[config.mk]
export PLATFORM = sky130hd
export DESIGN_NAME = tga_rle_pixel_decoder_flat
export DESIGN_NICKNAME = d
export VERILOG_FILES = /design/src/rtl/tga_rle_pkg.sv /design/src/rtl/tga_rle_if.sv /design/src/rtl/tga_rle_pixel_decoder.sv /design/src/rtl/tga_rle_cfg.sv /design/src/rtl/tga_rle_dec.sv /design/src/flat_wrapper.sv
export SDC_FILE = /design/constraint.sdc
export NUM_CORES = 1
export LEC_CHECK = 0
export BUFFER_PORTS_ARGS = -buffer_cell sky130_fd_sc_hd__buf_4
export CORE_UTILIZATION = 40
export CTS_BUF_LIST = sky130_fd_sc_hd__clkbuf_8
export CTS_CLUSTER_DIAMETER = 150
export CTS_CLUSTER_SIZE = 10
export DETAILED_ROUTE_END_ITERATION = 8
export HOLD_SLACK_MARGIN = 0.02
export SLEW_MARGIN = 20
export SYNTH_ARGS = -nofsm -noshare
export SYNTH_HDL_FRONTEND = slang
export SYNTH_SLANG_ARGS = --single-unit
[constraint.sdc]
create_clock -name clk -period 15.46 [get_ports clk]
set_input_delay 1.546 -clock clk [delete_from_list [all_inputs] [get_ports clk]]
set_output_delay 1.546 -clock clk [all_outputs]
set_load 0.02 [all_outputs]
[src/rtl/tga_rle_pkg.sv]
// Shared types and constants for the TGA run-length pixel decoder.
// No dependencies; every other file of the block but tga_rle_if imports this package.

package tga_rle_pkg;

    // Configuration port geometry
    localparam int CFG_IDX_W  = 2;
    localparam int CFG_DATA_W = 16;

    // Configuration register indexes
    localparam logic [CFG_IDX_W-1:0] REG_RLE_MODE      = 2'd0;
    localparam logic [CFG_IDX_W-1:0] REG_ALPHA_PRESENT = 2'd1;
    localparam logic [CFG_IDX_W-1:0] REG_IMAGE_WIDTH   = 2'd2;
    localparam logic [CFG_IDX_W-1:0] REG_IMAGE_HEIGHT  = 2'd3;

    // Packet header split and default alpha
    localparam logic [7:0] RUN_HEADER_BIAS = 8'd127;
    localparam logic [7:0] ALPHA_OPAQUE    = 8'hFF;

    // Settings handed from the register file to the decoder
    typedef struct packed {
        logic        rle_mode;
        logic        alpha_present;
        logic [31:0] pixel_count;
    } tga_cfg_t;

endpackage

[src/rtl/tga_rle_if.sv]
// Channel interfaces of the TGA run-length pixel decoder: byte in, pixel out.
// Depends on nothing; valid/ready handshake, one beat per edge with both high.

interface tga_rle_byte_if;
    logic       valid;
    logic       ready;
    logic [7:0] data_byte;

    modport source (output valid, output data_byte, input ready);
    modport sink   (input valid, input data_byte, output ready);
endinterface

interface tga_rle_pix_if;
    logic        valid;
    logic        ready;
    logic [7:0]  red;
    logic [7:0]  green;
    logic [7:0]  blue;
    logic [7:0]  alpha;
    logic [7:0]  run_length;
    logic [31:0] first_pixel_index;
    logic        image_done;

    modport source (output valid, output red, output green, output blue, output alpha,
                    output run_length, output first_pixel_index, output image_done,
                    input ready);
    modport sink   (input valid, input red, input green, input blue, input alpha,
                    input run_length, input first_pixel_index, input image_done,
                    output ready);
endinterface

[src/rtl/tga_rle_pixel_decoder.sv]
// Top level of the TGA run-length pixel decoder.
// Depends on tga_rle_pkg, tga_rle_if, tga_rle_cfg and tga_rle_dec.
//
//   channel  dir  payload                                   beat
//   byte_in  in   data_byte[7:0]                            one stored byte
//   pix_out  out  red, green, blue, alpha, run_length,      one pixel or run
//                 first_pixel_index[31:0], image_done
//   cfg_*    in   cfg_index[1:0], cfg_wdata[15:0]           one register write
//
// One byte per cycle while byte_in is not held off; a pixel appears on pix_out in the cycle after its last byte.
// A single result register sits on pix_out; while it holds a beat that is not
// taken, byte_in is held off, whatever the next byte would do.
// Reset clears all control state but not the result payload; image size reads 1x1, uncompressed, no alpha.
// A register write takes effect at the next cycle, pixel count included.

module tga_rle_pixel_decoder
    import tga_rle_pkg::*;
(
    input  logic                  clk,
    input  logic                  rst_n,
    input  logic                  cfg_we,
    input  logic [CFG_IDX_W-1:0]  cfg_index,
    input  logic [CFG_DATA_W-1:0] cfg_wdata,
    tga_rle_byte_if.sink          byte_in,
    tga_rle_pix_if.source         pix_out
);

    tga_cfg_t cfg;

    tga_rle_cfg u_cfg
    (
        .clk       (clk),
        .rst_n     (rst_n),
        .cfg_we    (cfg_we),
        .cfg_index (cfg_index),
        .cfg_wdata (cfg_wdata),
        .cfg       (cfg)
    );

    tga_rle_dec u_dec
    (
        .clk     (clk),
        .rst_n   (rst_n),
        .cfg     (cfg),
        .byte_in (byte_in),
        .pix_out (pix_out)
    );

    // Never stall input while the result stage is empty
    assert property (@(posedge clk) disable iff (!rst_n)
        !pix_out.valid |-> byte_in.ready)
        else $error("byte_in stalled with empty result stage");

    // A result always covers between one and 128 pixels
    assert property (@(posedge clk) disable iff (!rst_n)
        pix_out.valid |-> (pix_out.run_length != 8'd0) && (pix_out.run_length <= 8'd128))
        else $error("run_length out of range");

    // Nothing follows the beat that ends the image
    assert property (@(posedge clk) disable iff (!rst_n)
        (pix_out.valid && pix_out.ready && pix_out.image_done) |=> !pix_out.valid)
        else $error("result after end of image");

endmodule

[src/rtl/tga_rle_cfg.sv]
// Configuration register file of the TGA run-length pixel decoder.
// Depends on tga_rle_pkg; keeps the image pixel count in step with each write.

module tga_rle_cfg
    import tga_rle_pkg::*;
(
    input  logic                  clk,
    input  logic                  rst_n,
    input  logic                  cfg_we,
    input  logic [CFG_IDX_W-1:0]  cfg_index,
    input  logic [CFG_DATA_W-1:0] cfg_wdata,
    output tga_cfg_t              cfg
);

    logic        rle_mode_reg,      rle_mode_next;
    logic        alpha_present_reg, alpha_present_next;
    logic [15:0] width_reg,         width_next;
    logic [15:0] height_reg,        height_next;
    logic [31:0] count_reg,         count_next;

    // Decode the write and form the product from the values being written
    always_comb
    begin
        rle_mode_next      = rle_mode_reg;
        alpha_present_next = alpha_present_reg;
        width_next         = width_reg;
        height_next        = height_reg;
        if (cfg_we)
        begin
            unique case (cfg_index)
                REG_RLE_MODE:      rle_mode_next      = cfg_wdata[0];
                REG_ALPHA_PRESENT: alpha_present_next = cfg_wdata[0];
                REG_IMAGE_WIDTH:   width_next         = cfg_wdata;
                REG_IMAGE_HEIGHT:  height_next        = cfg_wdata;
                default:           ;
            endcase
        end
        count_next = {16'd0, width_next} * {16'd0, height_next};
    end

    // Hold the registers
    always_ff @(posedge clk or negedge rst_n)
    begin
        if (!rst_n)
        begin
            rle_mode_reg      <= 1'b0;
            alpha_present_reg <= 1'b0;
            width_reg         <= 16'd1;
            height_reg        <= 16'd1;
            count_reg         <= 32'd1;
        end
        else
        begin
            rle_mode_reg      <= rle_mode_next;
            alpha_present_reg <= alpha_present_next;
            width_reg         <= width_next;
            height_reg        <= height_next;
            count_reg         <= count_next;
        end
    end

    assign cfg.rle_mode      = rle_mode_reg;
    assign cfg.alpha_present = alpha_present_reg;
    assign cfg.pixel_count   = count_reg;

endmodule

[src/rtl/tga_rle_dec.sv]
// Byte decoder of the TGA run-length pixel decoder: packet and pixel state,
// one-pass update per byte beat, and the registered result stage.
// Depends on tga_rle_pkg and the channel interfaces in tga_rle_if.

module tga_rle_dec
    import tga_rle_pkg::*;
(
    input  logic         clk,
    input  logic         rst_n,
    input  tga_cfg_t     cfg,
    tga_rle_byte_if.sink byte_in,
    tga_rle_pix_if.source pix_out
);

    localparam logic [1:0] PH_BLUE  = 2'd0;
    localparam logic [1:0] PH_GREEN = 2'd1;
    localparam logic [1:0] PH_RED   = 2'd2;
    localparam logic [1:0] PH_ALPHA = 2'd3;

    // Decoder state
    logic [1:0]  phase_reg,    phase_next;
    logic [23:0] colour_reg,   colour_next;
    logic [7:0]  remain_reg,   remain_next;
    logic        is_run_reg,   is_run_next;
    logic [31:0] emitted_reg,  emitted_next;
    logic        finished_reg, finished_next;

    // Result stage
    logic        valid_reg,    valid_next;
    logic [23:0] res_colour_reg;
    logic [7:0]  res_alpha_reg;
    logic [7:0]  res_len_reg;
    logic [31:0] res_index_reg;
    logic        res_done_reg;

    logic        in_fire;
    logic        live;
    logic        pixel_done;
    logic [7:0]  b;
    logic [7:0]  alpha_val;
    logic [7:0]  len;
    logic        done;
    logic [31:0] left;

    assign b       = byte_in.data_byte;
    assign in_fire = byte_in.valid && byte_in.ready;
    assign left    = cfg.pixel_count - emitted_reg;
    assign live    = !finished_reg && (emitted_reg < cfg.pixel_count);

    // Take the next beat whenever the result stage is empty or draining
    assign byte_in.ready = !valid_reg || pix_out.ready;

    // Advance packet and pixel state for one byte
    always_comb
    begin
        phase_next    = phase_reg;
        colour_next   = colour_reg;
        remain_next   = remain_reg;
        is_run_next   = is_run_reg;
        emitted_next  = emitted_reg;
        finished_next = finished_reg;
        pixel_done    = 1'b0;
        alpha_val     = ALPHA_OPAQUE;
        len           = 8'd1;
        done          = 1'b0;

        if (in_fire && live)
        begin
            if (cfg.rle_mode && (remain_reg == 8'd0))
            begin
                // Packet header: drop any partial pixel
                phase_next = PH_BLUE;
                if (!b[7])
                begin
                    remain_next = b + 8'd1;
                    is_run_next = 1'b0;
                end
                else
                begin
                    remain_next = b - RUN_HEADER_BIAS;
                    is_run_next = 1'b1;
                end
            end
            else
            begin
                unique case (phase_reg)
                    PH_BLUE:
                    begin
                        colour_next[7:0] = b;
                        phase_next       = PH_GREEN;
                    end
                    PH_GREEN:
                    begin
                        colour_next[15:8] = b;
                        phase_next        = PH_RED;
                    end
                    PH_RED:
                    begin
                        colour_next[23:16] = b;
                        if (cfg.alpha_present)
                            phase_next = PH_ALPHA;
                        else
                            pixel_done = 1'b1;
                    end
                    PH_ALPHA:
                    begin
                        alpha_val  = cfg.alpha_present ? b : ALPHA_OPAQUE;
                        pixel_done = 1'b1;
                    end
                    default: ;
                endcase

                if (pixel_done)
                begin
                    phase_next = PH_BLUE;
                    done       = (left == 32'd1);
                    if (cfg.rle_mode)
                    begin
                        if (is_run_reg)
                        begin
                            // Cut the run at the end of the image
                            if ({24'd0, remain_reg} >= left)
                            begin
                                len  = left[7:0];
                                done = 1'b1;
                            end
                            else
                            begin
                                len  = remain_reg;
                                done = 1'b0;
                            end
                            remain_next = 8'd0;
                        end
                        else
                        begin
                            remain_next = remain_reg - 8'd1;
                        end
                    end
                    emitted_next = emitted_reg + {24'd0, len};
                    if (done)
                        finished_next = 1'b1;
                end
            end
        end
    end

    // Result valid: load on a finished pixel, clear once taken
    always_comb
    begin
        if (pixel_done)
            valid_next = 1'b1;
        else if (pix_out.ready)
            valid_next = 1'b0;
        else
            valid_next = valid_reg;
    end

    // Hold control state
    always_ff @(posedge clk or negedge rst_n)
    begin
        if (!rst_n)
        begin
            phase_reg    <= PH_BLUE;
            colour_reg   <= 24'd0;
            remain_reg   <= 8'd0;
            is_run_reg   <= 1'b0;
            emitted_reg  <= 32'd0;
            finished_reg <= 1'b0;
            valid_reg    <= 1'b0;
        end
        else
        begin
            phase_reg    <= phase_next;
            colour_reg   <= colour_next;
            remain_reg   <= remain_next;
            is_run_reg   <= is_run_next;
            emitted_reg  <= emitted_next;
            finished_reg <= finished_next;
            valid_reg    <= valid_next;
        end
    end

    // Load the result payload
    always_ff @(posedge clk)
    begin
        if (pixel_done)
        begin
            res_colour_reg <= colour_next;
            res_alpha_reg  <= alpha_val;
            res_len_reg    <= len;
            res_index_reg  <= emitted_reg;
            res_done_reg   <= done;
        end
    end

    assign pix_out.valid             = valid_reg;
    assign pix_out.red               = res_colour_reg[23:16];
    assign pix_out.green             = res_colour_reg[15:8];
    assign pix_out.blue              = res_colour_reg[7:0];
    assign pix_out.alpha             = res_alpha_reg;
    assign pix_out.run_length        = res_len_reg;
    assign pix_out.first_pixel_index = res_index_reg;
    assign pix_out.image_done        = res_done_reg;

endmodule
[src/flat_wrapper.sv]
// flat-port wrapper written by rule: the top's interface ports become plain ports
module tga_rle_pixel_decoder_flat import tga_rle_pkg::*;
  (clk, rst_n, cfg_we, cfg_index, cfg_wdata, byte_in_valid, byte_in_data_byte, byte_in_ready, pix_out_valid, pix_out_red, pix_out_green, pix_out_blue, pix_out_alpha, pix_out_run_length, pix_out_first_pixel_index, pix_out_image_done, pix_out_ready);
  tga_rle_byte_if byte_in_i ();
  tga_rle_pix_if pix_out_i ();
  input  logic clk;
  input  logic rst_n;
  input  logic cfg_we;
  input  logic [CFG_IDX_W-1:0] cfg_index;
  input  logic [CFG_DATA_W-1:0] cfg_wdata;
  input wire logic [$bits(byte_in_i.valid)-1:0] byte_in_valid;
  input wire logic [$bits(byte_in_i.data_byte)-1:0] byte_in_data_byte;
  output wire logic [$bits(byte_in_i.ready)-1:0] byte_in_ready;
  output wire logic [$bits(pix_out_i.valid)-1:0] pix_out_valid;
  output wire logic [$bits(pix_out_i.red)-1:0] pix_out_red;
  output wire logic [$bits(pix_out_i.green)-1:0] pix_out_green;
  output wire logic [$bits(pix_out_i.blue)-1:0] pix_out_blue;
  output wire logic [$bits(pix_out_i.alpha)-1:0] pix_out_alpha;
  output wire logic [$bits(pix_out_i.run_length)-1:0] pix_out_run_length;
  output wire logic [$bits(pix_out_i.first_pixel_index)-1:0] pix_out_first_pixel_index;
  output wire logic [$bits(pix_out_i.image_done)-1:0] pix_out_image_done;
  input wire logic [$bits(pix_out_i.ready)-1:0] pix_out_ready;
  assign byte_in_i.valid = byte_in_valid;
  assign byte_in_i.data_byte = byte_in_data_byte;
  assign byte_in_ready = byte_in_i.ready;
  assign pix_out_valid = pix_out_i.valid;
  assign pix_out_red = pix_out_i.red;
  assign pix_out_green = pix_out_i.green;
  assign pix_out_blue = pix_out_i.blue;
  assign pix_out_alpha = pix_out_i.alpha;
  assign pix_out_run_length = pix_out_i.run_length;
  assign pix_out_first_pixel_index = pix_out_i.first_pixel_index;
  assign pix_out_image_done = pix_out_i.image_done;
  assign pix_out_i.ready = pix_out_ready;
  tga_rle_pixel_decoder u_core (.clk(clk), .rst_n(rst_n), .cfg_we(cfg_we), .cfg_index(cfg_index), .cfg_wdata(cfg_wdata), .byte_in(byte_in_i), .pix_out(pix_out_i));
endmodule
* Word level (Yosys, flattened, before mapping)
Index checks and enable logic that the tools add are counted.
** Cells by class
- $add $sub $neg :: 5
- Multiply operators :: 1
- Order comparisons :: 2
- Eq/ne operators :: 8
- Muxes and demuxes :: 39
- Bitwise gates (word level) :: 5
- Reductions and logical operators :: 23
** Operator list (count)
- two-way mux 8 bit :: 14
- two-way mux 16 bit :: 4
- two-way mux 24 bit :: 2
- adder 32 x 8 -> 32 bit :: 1
- == test 32 x 1 -> 1 bit, second input constant :: 1
- >= comparator 8 x 32 -> 1 bit :: 1
- < comparator 32 bit :: 1
- multiplier 16 x 16 -> 32 bit :: 1
- subtractor 32 bit :: 1
- two-way mux 1 bit :: 14
- AND reduction 3 bit :: 3
- adder 8 x 1 -> 8 bit, second input constant :: 1
- == test 2 bit, second input constant :: 4
- zero test 8 bit :: 1
- subtractor 8 x 1 -> 8 bit, second input constant :: 1
- subtractor 8 x 7 -> 8 bit, second input constant :: 1
- two-way mux 2 bit :: 3
- one-hot mux 2 bit (3 select lines) :: 1
- AND reduction 2 bit :: 3
- nonzero test 2 bit :: 3
- NOT 1 bit :: 5
- nonzero test 5 bit :: 1
- == test 2 x 1 -> 1 bit, second input constant :: 2
- logical AND 1 bit :: 4
- 8 further kinds :: 10
** Storage, ports and cells
- Flip-flop bits (word level) :: 208
- Input port bits :: 31
- Output and inout port bits :: 75
- Word-level logic and storage cells :: 100

* Longest topological paths before layout
Gate-level depths: netlist (run 1).
- Depth in word-level cells :: 9
- Mapped depth :: 31
- Gate-level depth less buffers :: 28

* Hierarchy
From an unflattened synthesis (run 1), not the netlist that was laid out.
** Second synthesis, totals
- Cells, all modules :: 1974
- Area total of the unflattened synthesis :: 19115.8 um^2
** Modules (own cells, without submodules)
- tga_rle_cfg :: times used 1, cells each 1133, area each 10465.0 um^2, seq. area each 1655.3 um^2
- tga_rle_dec :: times used 1, cells each 841, area each 8650.8 um^2, seq. area each 3918.8 um^2

* Worst setup path before layout (run 1)
OpenSTA, ideal clock, no wires.
- Path type :: in2reg
- Start :: in cfg_index[0]
- End :: reg u_core.u_cfg.count_reg[30]
- Setup time :: 0.080 ns
- Data arrival time :: 8.506 ns
- Data required time :: 15.380 ns
- Slack :: 6.874 ns
- Cell stages on the path :: 30
- Path buffers :: 4
- Cell sequence :: nand3b_1 > clkbuf_1 > clkbuf_1 > mux2i_1 > inv_1 > clkbuf_1 > nand2_1 > fa_1 > inv_1 > fa_1 > inv_1 > fa_1 > inv_1 > fa_1 > fa_1 > inv_1 > fa_1 > inv_1 > ha_1 > clkbuf_1 > a21o_1 > a21o_1 > a21o_1 > a21boi_0 > o21bai_1 > o41ai_1 > o21ai_0 > o21a_1 > nor2_1 > xnor2_1
** Between the ends
- Word-level cells in the longest chain between the ends :: 4
- Elaborated cells on any way between the ends :: 7
- Classes of those cells :: 1 x mul; 2 x eq/ne; 4 x mux
** RTL lines
- from (decl) :: line flat_wrapper.sv:9 : input logic [CFG_IDX_W-1:0] cfg_index;
- == test 2 bit :: line tga_rle_cfg.sv:30 : unique case (cfg_index)
- two-way mux 16 bit :: line tga_rle_cfg.sv:30
- two-way mux 16 bit :: line tga_rle_cfg.sv:28 : if (cfg_we)
- named net u_core.u_cfg.width_next[7] :: line tga_rle_cfg.sv:17 : logic [15:0] width_reg, width_next;
- multiplier 16 x 16 -> 32 bit :: line tga_rle_cfg.sv:38 : count_next = {16'd0, width_next} * {16'd0, height_next};
- named net u_core.u_cfg.count_next[30] :: line tga_rle_cfg.sv:19 : logic [31:0] count_reg, count_next;
- to (signal assigned) :: line tga_rle_cfg.sv:58 : count_reg <= count_next;
- to (decl) :: line tga_rle_cfg.sv:19
The timed path passes the listed nets, and every way through them passes these cells.
A chain may end at the register's enable or synchronous reset.

* Final worst setup path (run 1)
- Start :: in cfg_we
- End :: reg u_core.u_cfg.count_reg[30]
** Between the ends
- Word-level cells in the longest chain between the ends :: 2
- Elaborated cells on any way between the ends :: 3
- Classes of those cells :: 1 x mul; 2 x mux
** RTL lines
- from (decl) :: line flat_wrapper.sv:8 : input logic cfg_we;
- two-way mux 16 bit :: line tga_rle_cfg.sv:28
- named net u_core.u_cfg.width_next[4] :: line tga_rle_cfg.sv:17
- multiplier 16 x 16 -> 32 bit :: line tga_rle_cfg.sv:38
- named net u_core.u_cfg.count_next[30] :: line tga_rle_cfg.sv:19
The timed path passes the listed nets, and every way through them passes these cells.

==> impl_metrics.ini, run 1 <==
[place]
io_buffers = 105
place_hpwl_mm = 38.5
place.gp.congestion = 0.965
place_area_um2 = 20000
pre_cts_ws_ns = 5.84

[cts]
ctsHtreeMaxLevel = 1
cts_setup_buffers = 0
cts_hold_buf = 0
cts_tree = yes
ctsResizeCount = 0
clk_path_buf_depth = 3
cts_sinks = 208
insertion_delay_ns = 0.61
path_clk_slew_ns = 0.07
cts_buffers = 24
cts-root-buf = clkbuf_8

[sta]
fmax_mhz = 112
slew_viol_final = 0
relSlewSlack_pct = 24.5
min_period_ns = 8.91
tns_ns = 0
period_share_pct = 57.7
fin_ws_ns = 6.55
rsz0062_at_grt = no
hold_viol_final = 0
tightestPinTransition_ns = 1.10
clock_skew_ns = 0.0283
setup_violations = 0

[floorplan]
dieArea_um2 = 47400
core_um2 = 45600
fp.dieW_um = 218
die_y_um = 218
start_util_pct = 40.8
io_pins = 106
num_rows = 78

[worst_setup_path]
reg2reg_from = u_core.u_cfg.width_reg[4]$_DFF_PN0_
r2r-end = u_core.u_cfg.count_reg[30]$_DFF_PN0_
slowest_stage = mux2i_1
critPathLaunchType = input port
worstPathMaxFanout = 16
cpMostUsedCell = fa_1
worstSetupPathType = in -> reg
worst_setup_path_end_kind = flip-flop
cp.required_ns = 15.99
cp.arrival_ns = 9.44
slowest_delay_ns = 0.95
reg2reg_slack_ns = 7.77
ff2ff_path_depth = 23

[synth]
synthCells = 1915
ys_seq_area_share_pct = 30.0
synth_top_area_share_pct = 21.1
ys_async_sr_fraction_pct = 64.9
syn-mean-instance-area_um2 = 9.71
synth_top_flop_cell = dfrtp_1
synth_top_cell_by_area = fa_1
synth_edf_count = 73
ys_warn_count = 0
synth_cell_types = 71
synth_area_um2 = 18600
synthesis.nets = 2300
ys_seq_elements = 208
synthTopCellsByArea = fa_1 (21%), dfrtp_1 (18%), edfxtp_1 (12%), ha_1 (11%), inv_1 (6.3%)

[routing]
first_iter_violations = 918
dr_total_vias = 13800
wl_per_cell_um = 18.5
first_pass_iters = 5
routed_wl_mm = 48.4
drc = 0
viasPerCell = 5.29
ant_nets = 0

[finish]
fin_util_pct = 44.8
area_growth_pct = 9.84
nets = 2381
final_area_um2 = 20400
drive_gt1_share_pct = 9.74

[run]
maxCapViolations = 0

[outcome]
status = finished, final reports clean

[global_routing]
grt-ovfl-total = 0
antenna_found_initial = 0
grt_pass1_wl_mm = 76.1
grt_start_max_net_pins = 81
track_usage_pct = 20.6
grt_pass1_vias = 14000

[worst_hold_path]
min_from = u_core.u_dec.emitted_reg[13]$_DFFE_PN0P_
holdPathEnd = u_core.u_dec.pix_out.first_pixel_index[13]$_DFFE_PP_
hold_path.class = reg -> reg
hold_depth = 0
==> layer usage <==
| metal | track usage, % | up-vias | wire [um] |
|---|---|---|---|
| met5 | 0 | - | 0 |
| met2 | 34.4 | 390 | 23300 |
| met1 | 27.7 | 6951 | 20900 |
| met3 | 2.79 | 76 | 2770 |
| met4 | 6.48 | 0 | 1330 |
| li1 | - | 6412 | - |
==> placed cells by master, fill, tap and decap left out, types with 8 or more instances in the layout <==
cell and n:
clkbuf_8 25, clkinv_1 8, edfxtp_1 73, and2_1 11, xor2_1 16, a211oi_1 9, o21bai_1 9, nand3_1 29
fa_1 196, o21a_1 16, nor4_1 8, ha_1 158, o22ai_1 8, nand2_1 226, xnor2_1 57, nor3_1 18
mux2i_1 45, inv_1 327, buf_4 118, a21o_1 29, mux2_2 31, a21oi_1 60, and3_1 13, nand4_1 19
a31oi_1 11, o21ai_0 55, nor2_1 175, nand2b_1 23, dfrtp_1 132
==> per-stage QoR <==
step,std cells,hold WS (ns)
2_1_floorplan,1915,0.425
3_3_place_gp,2570,0.436
3_5_place_dp,2570,0.432
4_1_cts,2613,0.452
5_1_grt,2613,0.476
6_report,2614,0.449
==> worst max-delay path: cells and delay by family <==
kind | cells | cell delay [ns]
fa+ha+maj | 7 | 2.69
xor+xnor | 1 | 0.12
compound gates | 6 | 2.00
buf+inv | 6 | 1.20
simple gates | 5 | 0.91
mux | 1 | 0.95
==> synthesized netlist by cell type, drive strengths merged (4+ instances only) <==
master and count:
edfxtp 73, a21o 29, nor3 18, dfrtp 132, fa 196, o211ai 6, or3 6, o21ai 55
and3 13, nand3 29, a31oi 11, mux2i 50, or2 4, inv 310, nand4 19, o41ai 5
a21oi 60, o22ai 8, nand3b 5, o21a 16, nor4 8, nor3b 4, nand2 226, buf 11
and4 7, a21boi 5, clkbuf 53, xor2 16, o31ai 4, nor2 175, o21bai 9, ha 158
and2 12, nand2b 23, a211oi 9, xnor2 57, a31o 4, nor2b 7, clkinv 8, a22o 5
mux2 32
==> worst max path at each step <==
stage                            start                              endpoint  slack, ns  depth (start not counted)
after floorplan           cfg_index[0]  u_core.u_cfg.count_reg[30]$_DFF_PN0_       6.87                         30
after global placement          cfg_we  u_core.u_cfg.count_reg[30]$_DFF_PN0_       5.91                         26
after detailed placement        cfg_we  u_core.u_cfg.count_reg[30]$_DFF_PN0_       5.84                         26
after CTS                       cfg_we  u_core.u_cfg.count_reg[30]$_DFF_PN0_       6.46                         26
after global routing            cfg_we  u_core.u_cfg.count_reg[30]$_DFF_PN0_       6.15                         26
final                           cfg_we  u_core.u_cfg.count_reg[30]$_DFF_PN0_       6.55                         26
==> cell type report <==
cell class,count,area [um2]
Tap cell,600,751
Sequential cell,208,5570
Timing Repair Buffer,119,897
Inverter,318,1190
Clock inverter,18,80.1
Multi-Input combinational cell,1325,11600
Clock buffer,25,344
Fill cell,4389,25100
Antenna cell,1,2.50
==> logic make-up (layout without fill, tap and decap cells) <==
family,count (synthesis),in the layout,share of synthesized area [%]
and+or+nand+nor,566,566,13.6
AOI/OAI and AO/OA,250,250,8.73
xor gates and xnor gates,73,73,3.44
buffers and inverters,382,480,7.86
other,0,1,0
muxes,82,82,4.65
adders and majority gates,354,354,31.7
DFF,208,208,30.0
Power of run 1 is not shown: default switching activity piles up to over one toggle a cycle in this logic, so the estimate is an artifact.
==> run 2, diff against run 1 <==
Settings changed: ABC_AREA set to 1.
Clock period 15.46 ns to 7.2 ns, I/O delays scaled along.
==> impl_metrics.ini, run 2 <==
[synth]
synth-adder-area-share_pct = 29.5
ys_async_sr_fraction_pct = 64.9
synth_simple_gate_area_share_pct = 21.9
synthTopCellsByArea = fa_1 (20%), dfrtp_1 (17%), nand2_1 (12%), edfxtp_1 (11%), inv_1 (9.9%)
synthesis.nets = 2873
synth_compound_area_share_pct = 6.28
ys_warn_count = 0
ys_seq_area_share_pct = 27.9
synth_top_family_by_area = adder cells
syn-mean-instance-area_um2 = 8.04
synth_common_cells = nand2_1 (615), inv_1 (529), nor2_1 (221), fa_1 (196), ha_1 (158)
synthCells = 2488
yosys.cell_count.top_type = nand2_1
ys_seq_elements = 208
synth_top_area_share_pct = 19.6
synth_mux_area_share_pct = 0
synth_top_flop_cell = dfrtp_1
synth_area_um2 = 20000
synth_top_cell_by_area = fa_1
synth_cell_types = 50
synth_edf_count = 73
synth_xor_xnor_area_share_pct = 3.07

[cts]
cts_tree = yes
clk_path_buf_depth = 3
cts_sinks = 208
cts_hold_buf = 1
ctsHtreeMaxLevel = 1
cts_buffers = 24
insertion_delay_ns = 0.66
cts_setup_buffers = 0
path_clk_slew_ns = 0.08
cts-root-buf = clkbuf_8
ctsResizeCount = 0

[sta]
clock_skew_ns = 0.0941
fmax_mhz = 162
tightestPinTransition_ns = 0.779
fin_ws_ns = 1.02
period_share_pct = 85.9
hold_viol_final = 0
slew_viol_final = 0
rsz0062_at_grt = no
relSlewSlack_pct = 47.7
setup_violations = 0
min_period_ns = 6.18
tns_ns = 0

[global_routing]
grt-ovfl-total = 0
grt_pass1_vias = 16900
track_usage_pct = 22.8
grt_pass1_wl_mm = 90.0
antenna_found_initial = 0
grt_start_max_net_pins = 66

[worst_setup_path]
worst_setup_path_end_kind = flip-flop
cp_num_buf_inv = 9
cp.required_ns = 7.73
slowest_stage = fa_1
cpMostUsedCell = inv_1
worstPathMaxFanout = 32
critPathLaunchType = input port
cp.arrival_ns = 6.71
worstSetupPathType = in -> reg
reg2reg_slack_ns = 1.17
cpLargestDelayFamily = adder cells
slowest_delay_ns = 0.57

[floorplan]
io_pins = 106
die_y_um = 226
fp.dieW_um = 226
num_rows = 81
dieArea_um2 = 50900
core_um2 = 49200
start_util_pct = 40.7

[place]
io_buffers = 105
place.gp.congestion = 0.915
place_hpwl_mm = 46.3
pre_cts_ws_ns = 0.405
place_area_um2 = 21800

[finish]
layout_common_cells = nand2_1 (615), inv_1 (545), nor2_1 (221)
n_fill_cell = 4919
area_growth_pct = 11.3
nets = 3014
final_common_cell = nand2_1
final_area_um2 = 22300
drive_gt1_share_pct = 9.79
num_antenna_cells = 0

[run]
maxCapViolations = 0

[routing]
ant_nets = 0
viasPerCell = 4.90
first_pass_iters = 5
drc = 0
dr_total_vias = 16200
wl_per_cell_um = 16.9
routed_wl_mm = 55.8
first_iter_violations = 1004

[outcome]
status = finished, final reports clean

[worst_hold_path]
hold_path.class = in -> reg
-- run 2: cell type report --
class / instances / area, um2 / share of cell area [%]
Timing Repair Buffer: 156 / 1200 / 5.40
Tap cell: 664 / 831 / 3.73
Clock inverter: 17 / 68.8 / 0.309
Clock buffer: 25 / 344 / 1.55
Sequential cell: 208 / 5570 / 25.0
Inverter: 558 / 2100 / 9.42
Multi-Input combinational cell: 1681 / 12100 / 54.6
-- run 2: stage by stage --
stage	hold WS, ns	utilization [%]	cells
floorplan	0.422	-	2488
global placement	0.441	44.4	3266
detailed placement	0.440	44.4	3266
CTS	0.339	45.3	3309
global route	0.370	45.3	3309
finish	0.381	45.3	3309
-- run 2: cells by family (layout without fill, tap and decap cells) --
kind of cell,after synthesis,after routing
AND/OR/NAND/NOR,1032,1032
buffers and inverters,599,756
AO/OA/AOI/OAI,225,225
flip-flops,208,208
adder cells (fa/ha/maj),354,354
XOR/XNOR,70,70
-- run 2: worst reg2reg max path, cell delays in order, from the launching register on --
cell      delay, ns
dfrtp_1        0.33
inv_1          0.04
nand2_1        0.05
o21ai_0        0.10
inv_1          0.24
buf_4          0.22
nand2_1        0.09
fa_1           0.52
fa_1           0.52
inv_1          0.05
fa_1           0.58
fa_1           0.44
fa_1           0.49
inv_1          0.05
fa_1           0.47
inv_1          0.04
ha_1           0.34
nand2_1        0.13
nor4_1         0.38
nand2_1        0.09
o211ai_1       0.31
nand3_1        0.12
nand2_1        0.11
a21oi_1        0.08
xnor2_1        0.12
-- run 2: final timing paths --
path	from	to	cells after the start
setup / recovery	cfg_index[0]	u_core.u_cfg.count_reg[25]$_DFF_PN0_	26
hold / removal	cfg_wdata[0]	u_core.u_cfg.alpha_present_reg$_DFFE_PN0P_	3
setup reg to reg	u_core.u_cfg.height_reg[7]$_DFF_PN0_	u_core.u_cfg.count_reg[28]$_DFF_PN0_	24
hold reg to reg	u_core.u_dec.finished_reg$_DFFE_PN0P_	u_core.u_dec.finished_reg$_DFFE_PN0P_	2
max in group asynchronous	rst_n	u_core.u_dec.colour_reg[4]$_DFF_PN0_	4
min in group asynchronous	rst_n	u_core.u_cfg.count_reg[18]$_DFF_PN0_	2
-- run 2: routing by layer --
| metal | share of wire [%] | track usage, % | vias up |
|---|---|---|---|
| met5 | 0 | 0 | - |
| met4 | 3.9 | 7.86 | 0 |
| met3 | 3.9 | 2.32 | 108 |
| met2 | 49 | 40.7 | 366 |
| met1 | 43 | 28.7 | 7856 |
| li1 | - | - | 7890 |
Power of run 2 is left out for the same reason.
==> run 3, diff against run 2 <==
Settings changed: RECOVER_POWER set to 100.
==> impl_metrics.ini, run 3 (synthesis results as in run 2) <==
[outcome]
status = finished with violations
violations = capacitance limit, slew limit

[sta]
clock_skew_ns = 0.0936
rsz0062_at_grt = no
slew_viol_final = 94
fmax_mhz = 153
hold_viol_final = 0
period_share_pct = 90.5
setup_violations = 0
tightestPinTransition_ns = 3.55
tns_ns = 0
min_period_ns = 6.52
relSlewSlack_pct = -137

[global_routing]
grt-ovfl-total = 0
grt_pass1_vias = 16900
grt_pass1_wl_mm = 90.0
grt_start_max_net_pins = 66
antenna_found_initial = 0
track_usage_pct = 22.8

[floorplan]
io_pins = 106
core_um2 = 49200
num_rows = 81
dieArea_um2 = 50900
die_y_um = 226
fp.dieW_um = 226
start_util_pct = 40.7

[cts]
cts_buffers = 24
ctsResizeCount = 0
cts_setup_buffers = 0
cts_sinks = 208
cts-root-buf = clkbuf_8
path_clk_slew_ns = 0.08
cts_tree = yes
cts_hold_buf = 1
clk_path_buf_depth = 3
ctsHtreeMaxLevel = 1
insertion_delay_ns = 0.66

[worst_setup_path]
critPathLaunchType = input port
worstSetupPathType = in -> reg
worst_setup_path_end_kind = flip-flop
cp.required_ns = 7.73
worstPathMaxFanout = 32
cp.arrival_ns = 7.05

[finish]
drive_gt1_share_pct = 6.16
layout_common_cells = nand2_1 (617), inv_1 (546), nor2_1 (226)
fin_util_pct = 44.4
area_growth_pct = 9.23
nets = 3014
num_antenna_cells = 0
final_common_cell = nand2_1
final_cells = 3309

[routing]
viasPerCell = 4.90
ant_nets = 0
drc = 0
dr_total_vias = 16200
first_pass_iters = 6
wl_per_cell_um = 17.0
first_iter_violations = 1113
routed_wl_mm = 56.1

[place]
place_hpwl_mm = 46.3
dp.cells = 3266
io_buffers = 105
place.gp.congestion = 0.915

[run]
maxCapViolations = 2

[worst_hold_path]
hold_path.class = in -> reg
-- run 3: changes by cell type in the layout (fill, tap and decap cells not counted), moves of 2 or more --
cell,delta
nand2_1,+2
o21ai_0,+15
nor2_1,+5
o21ai_1,-15
nor2_8,-3
clkbuf_1,+87
buf_4,-87
-- run 3: layout make-up --
cell class	count	area, um2
Inverter	558	2100
Fill cell	5015	27300
Multi-Input combinational cell	1681	12100
Tap cell	664	831
Timing Repair Buffer	156	870
Clock buffer	25	344
Clock inverter	17	68.8
Sequential cell	208	5570
-- run 3: layer usage --
| layer | vias up | routed length, um | global-route usage [%] | share of wire [%] |
|---|---|---|---|---|
| li1 | 7891 | - | - | - |
| met2 | 393 | 27700 | 40.7 | 49 |
| met3 | 100 | 2440 | 2.32 | 4.4 |
| met4 | 0 | 2020 | 7.86 | 3.6 |
| met5 | - | 0 | 0 | 0 |
| met1 | 7836 | 24000 | 28.7 | 43 |
-- run 3: path summary, 6_finish.rpt --
| path | startpoint | to | slack [ns] | cells after the start |
|---|---|---|---|---|
| worst min register to register | u_core.u_dec.finished_reg$_DFFE_PN0P_ | u_core.u_dec.finished_reg$_DFFE_PN0P_ | 0.47 | 2 |
| worst max-delay path | cfg_we | u_core.u_cfg.count_reg[28]$_DFF_PN0_ | 0.68 | 26 |
| worst max register to register | u_core.u_cfg.height_reg[6]$_DFF_PN0_ | u_core.u_cfg.count_reg[28]$_DFF_PN0_ | 0.83 | 24 |
| worst min-delay path | cfg_index[0] | u_core.u_cfg.alpha_present_reg$_DFFE_PN0P_ | 0.38 | 3 |
| max in group asynchronous | rst_n | u_core.u_dec.colour_reg[4]$_DFF_PN0_ | 1.73 | 4 |
| min in group asynchronous | rst_n | u_core.u_cfg.count_reg[18]$_DFF_PN0_ | 1.81 | 2 |
-- run 3: worst max-delay path, stage by stage --
cell and delay, ns:
buf_4 0.12, nand3_1 0.12, buf_12 0.18, nand2_1 0.07, o21ai_1 0.07, clkbuf_1 0.73, nor2_1 0.16, fa_1 0.53
inv_1 0.05, fa_1 0.47, inv_1 0.05, fa_1 0.49, fa_1 0.50, fa_1 0.49, inv_1 0.05, fa_1 0.47
inv_1 0.04, ha_1 0.34, nand2_1 0.13, nor4_1 0.39, nand2_1 0.09, o211ai_1 0.30, nand3_1 0.12, nand2_1 0.11
a21oi_1 0.08, xnor2_1 0.12
-- run 3: through the flow --
step	hold WS, ns	instance area [um2]	setup slack (ns)
final	0.379	21800	0.683
after CTS	0.339	22300	1.11
after detailed placement	0.440	21800	0.405
after global placement	0.441	21800	0.454
after floorplan	0.422	20000	0.692
after global routing	0.371	21800	0.353
Power of run 3 is left out for the same reason.
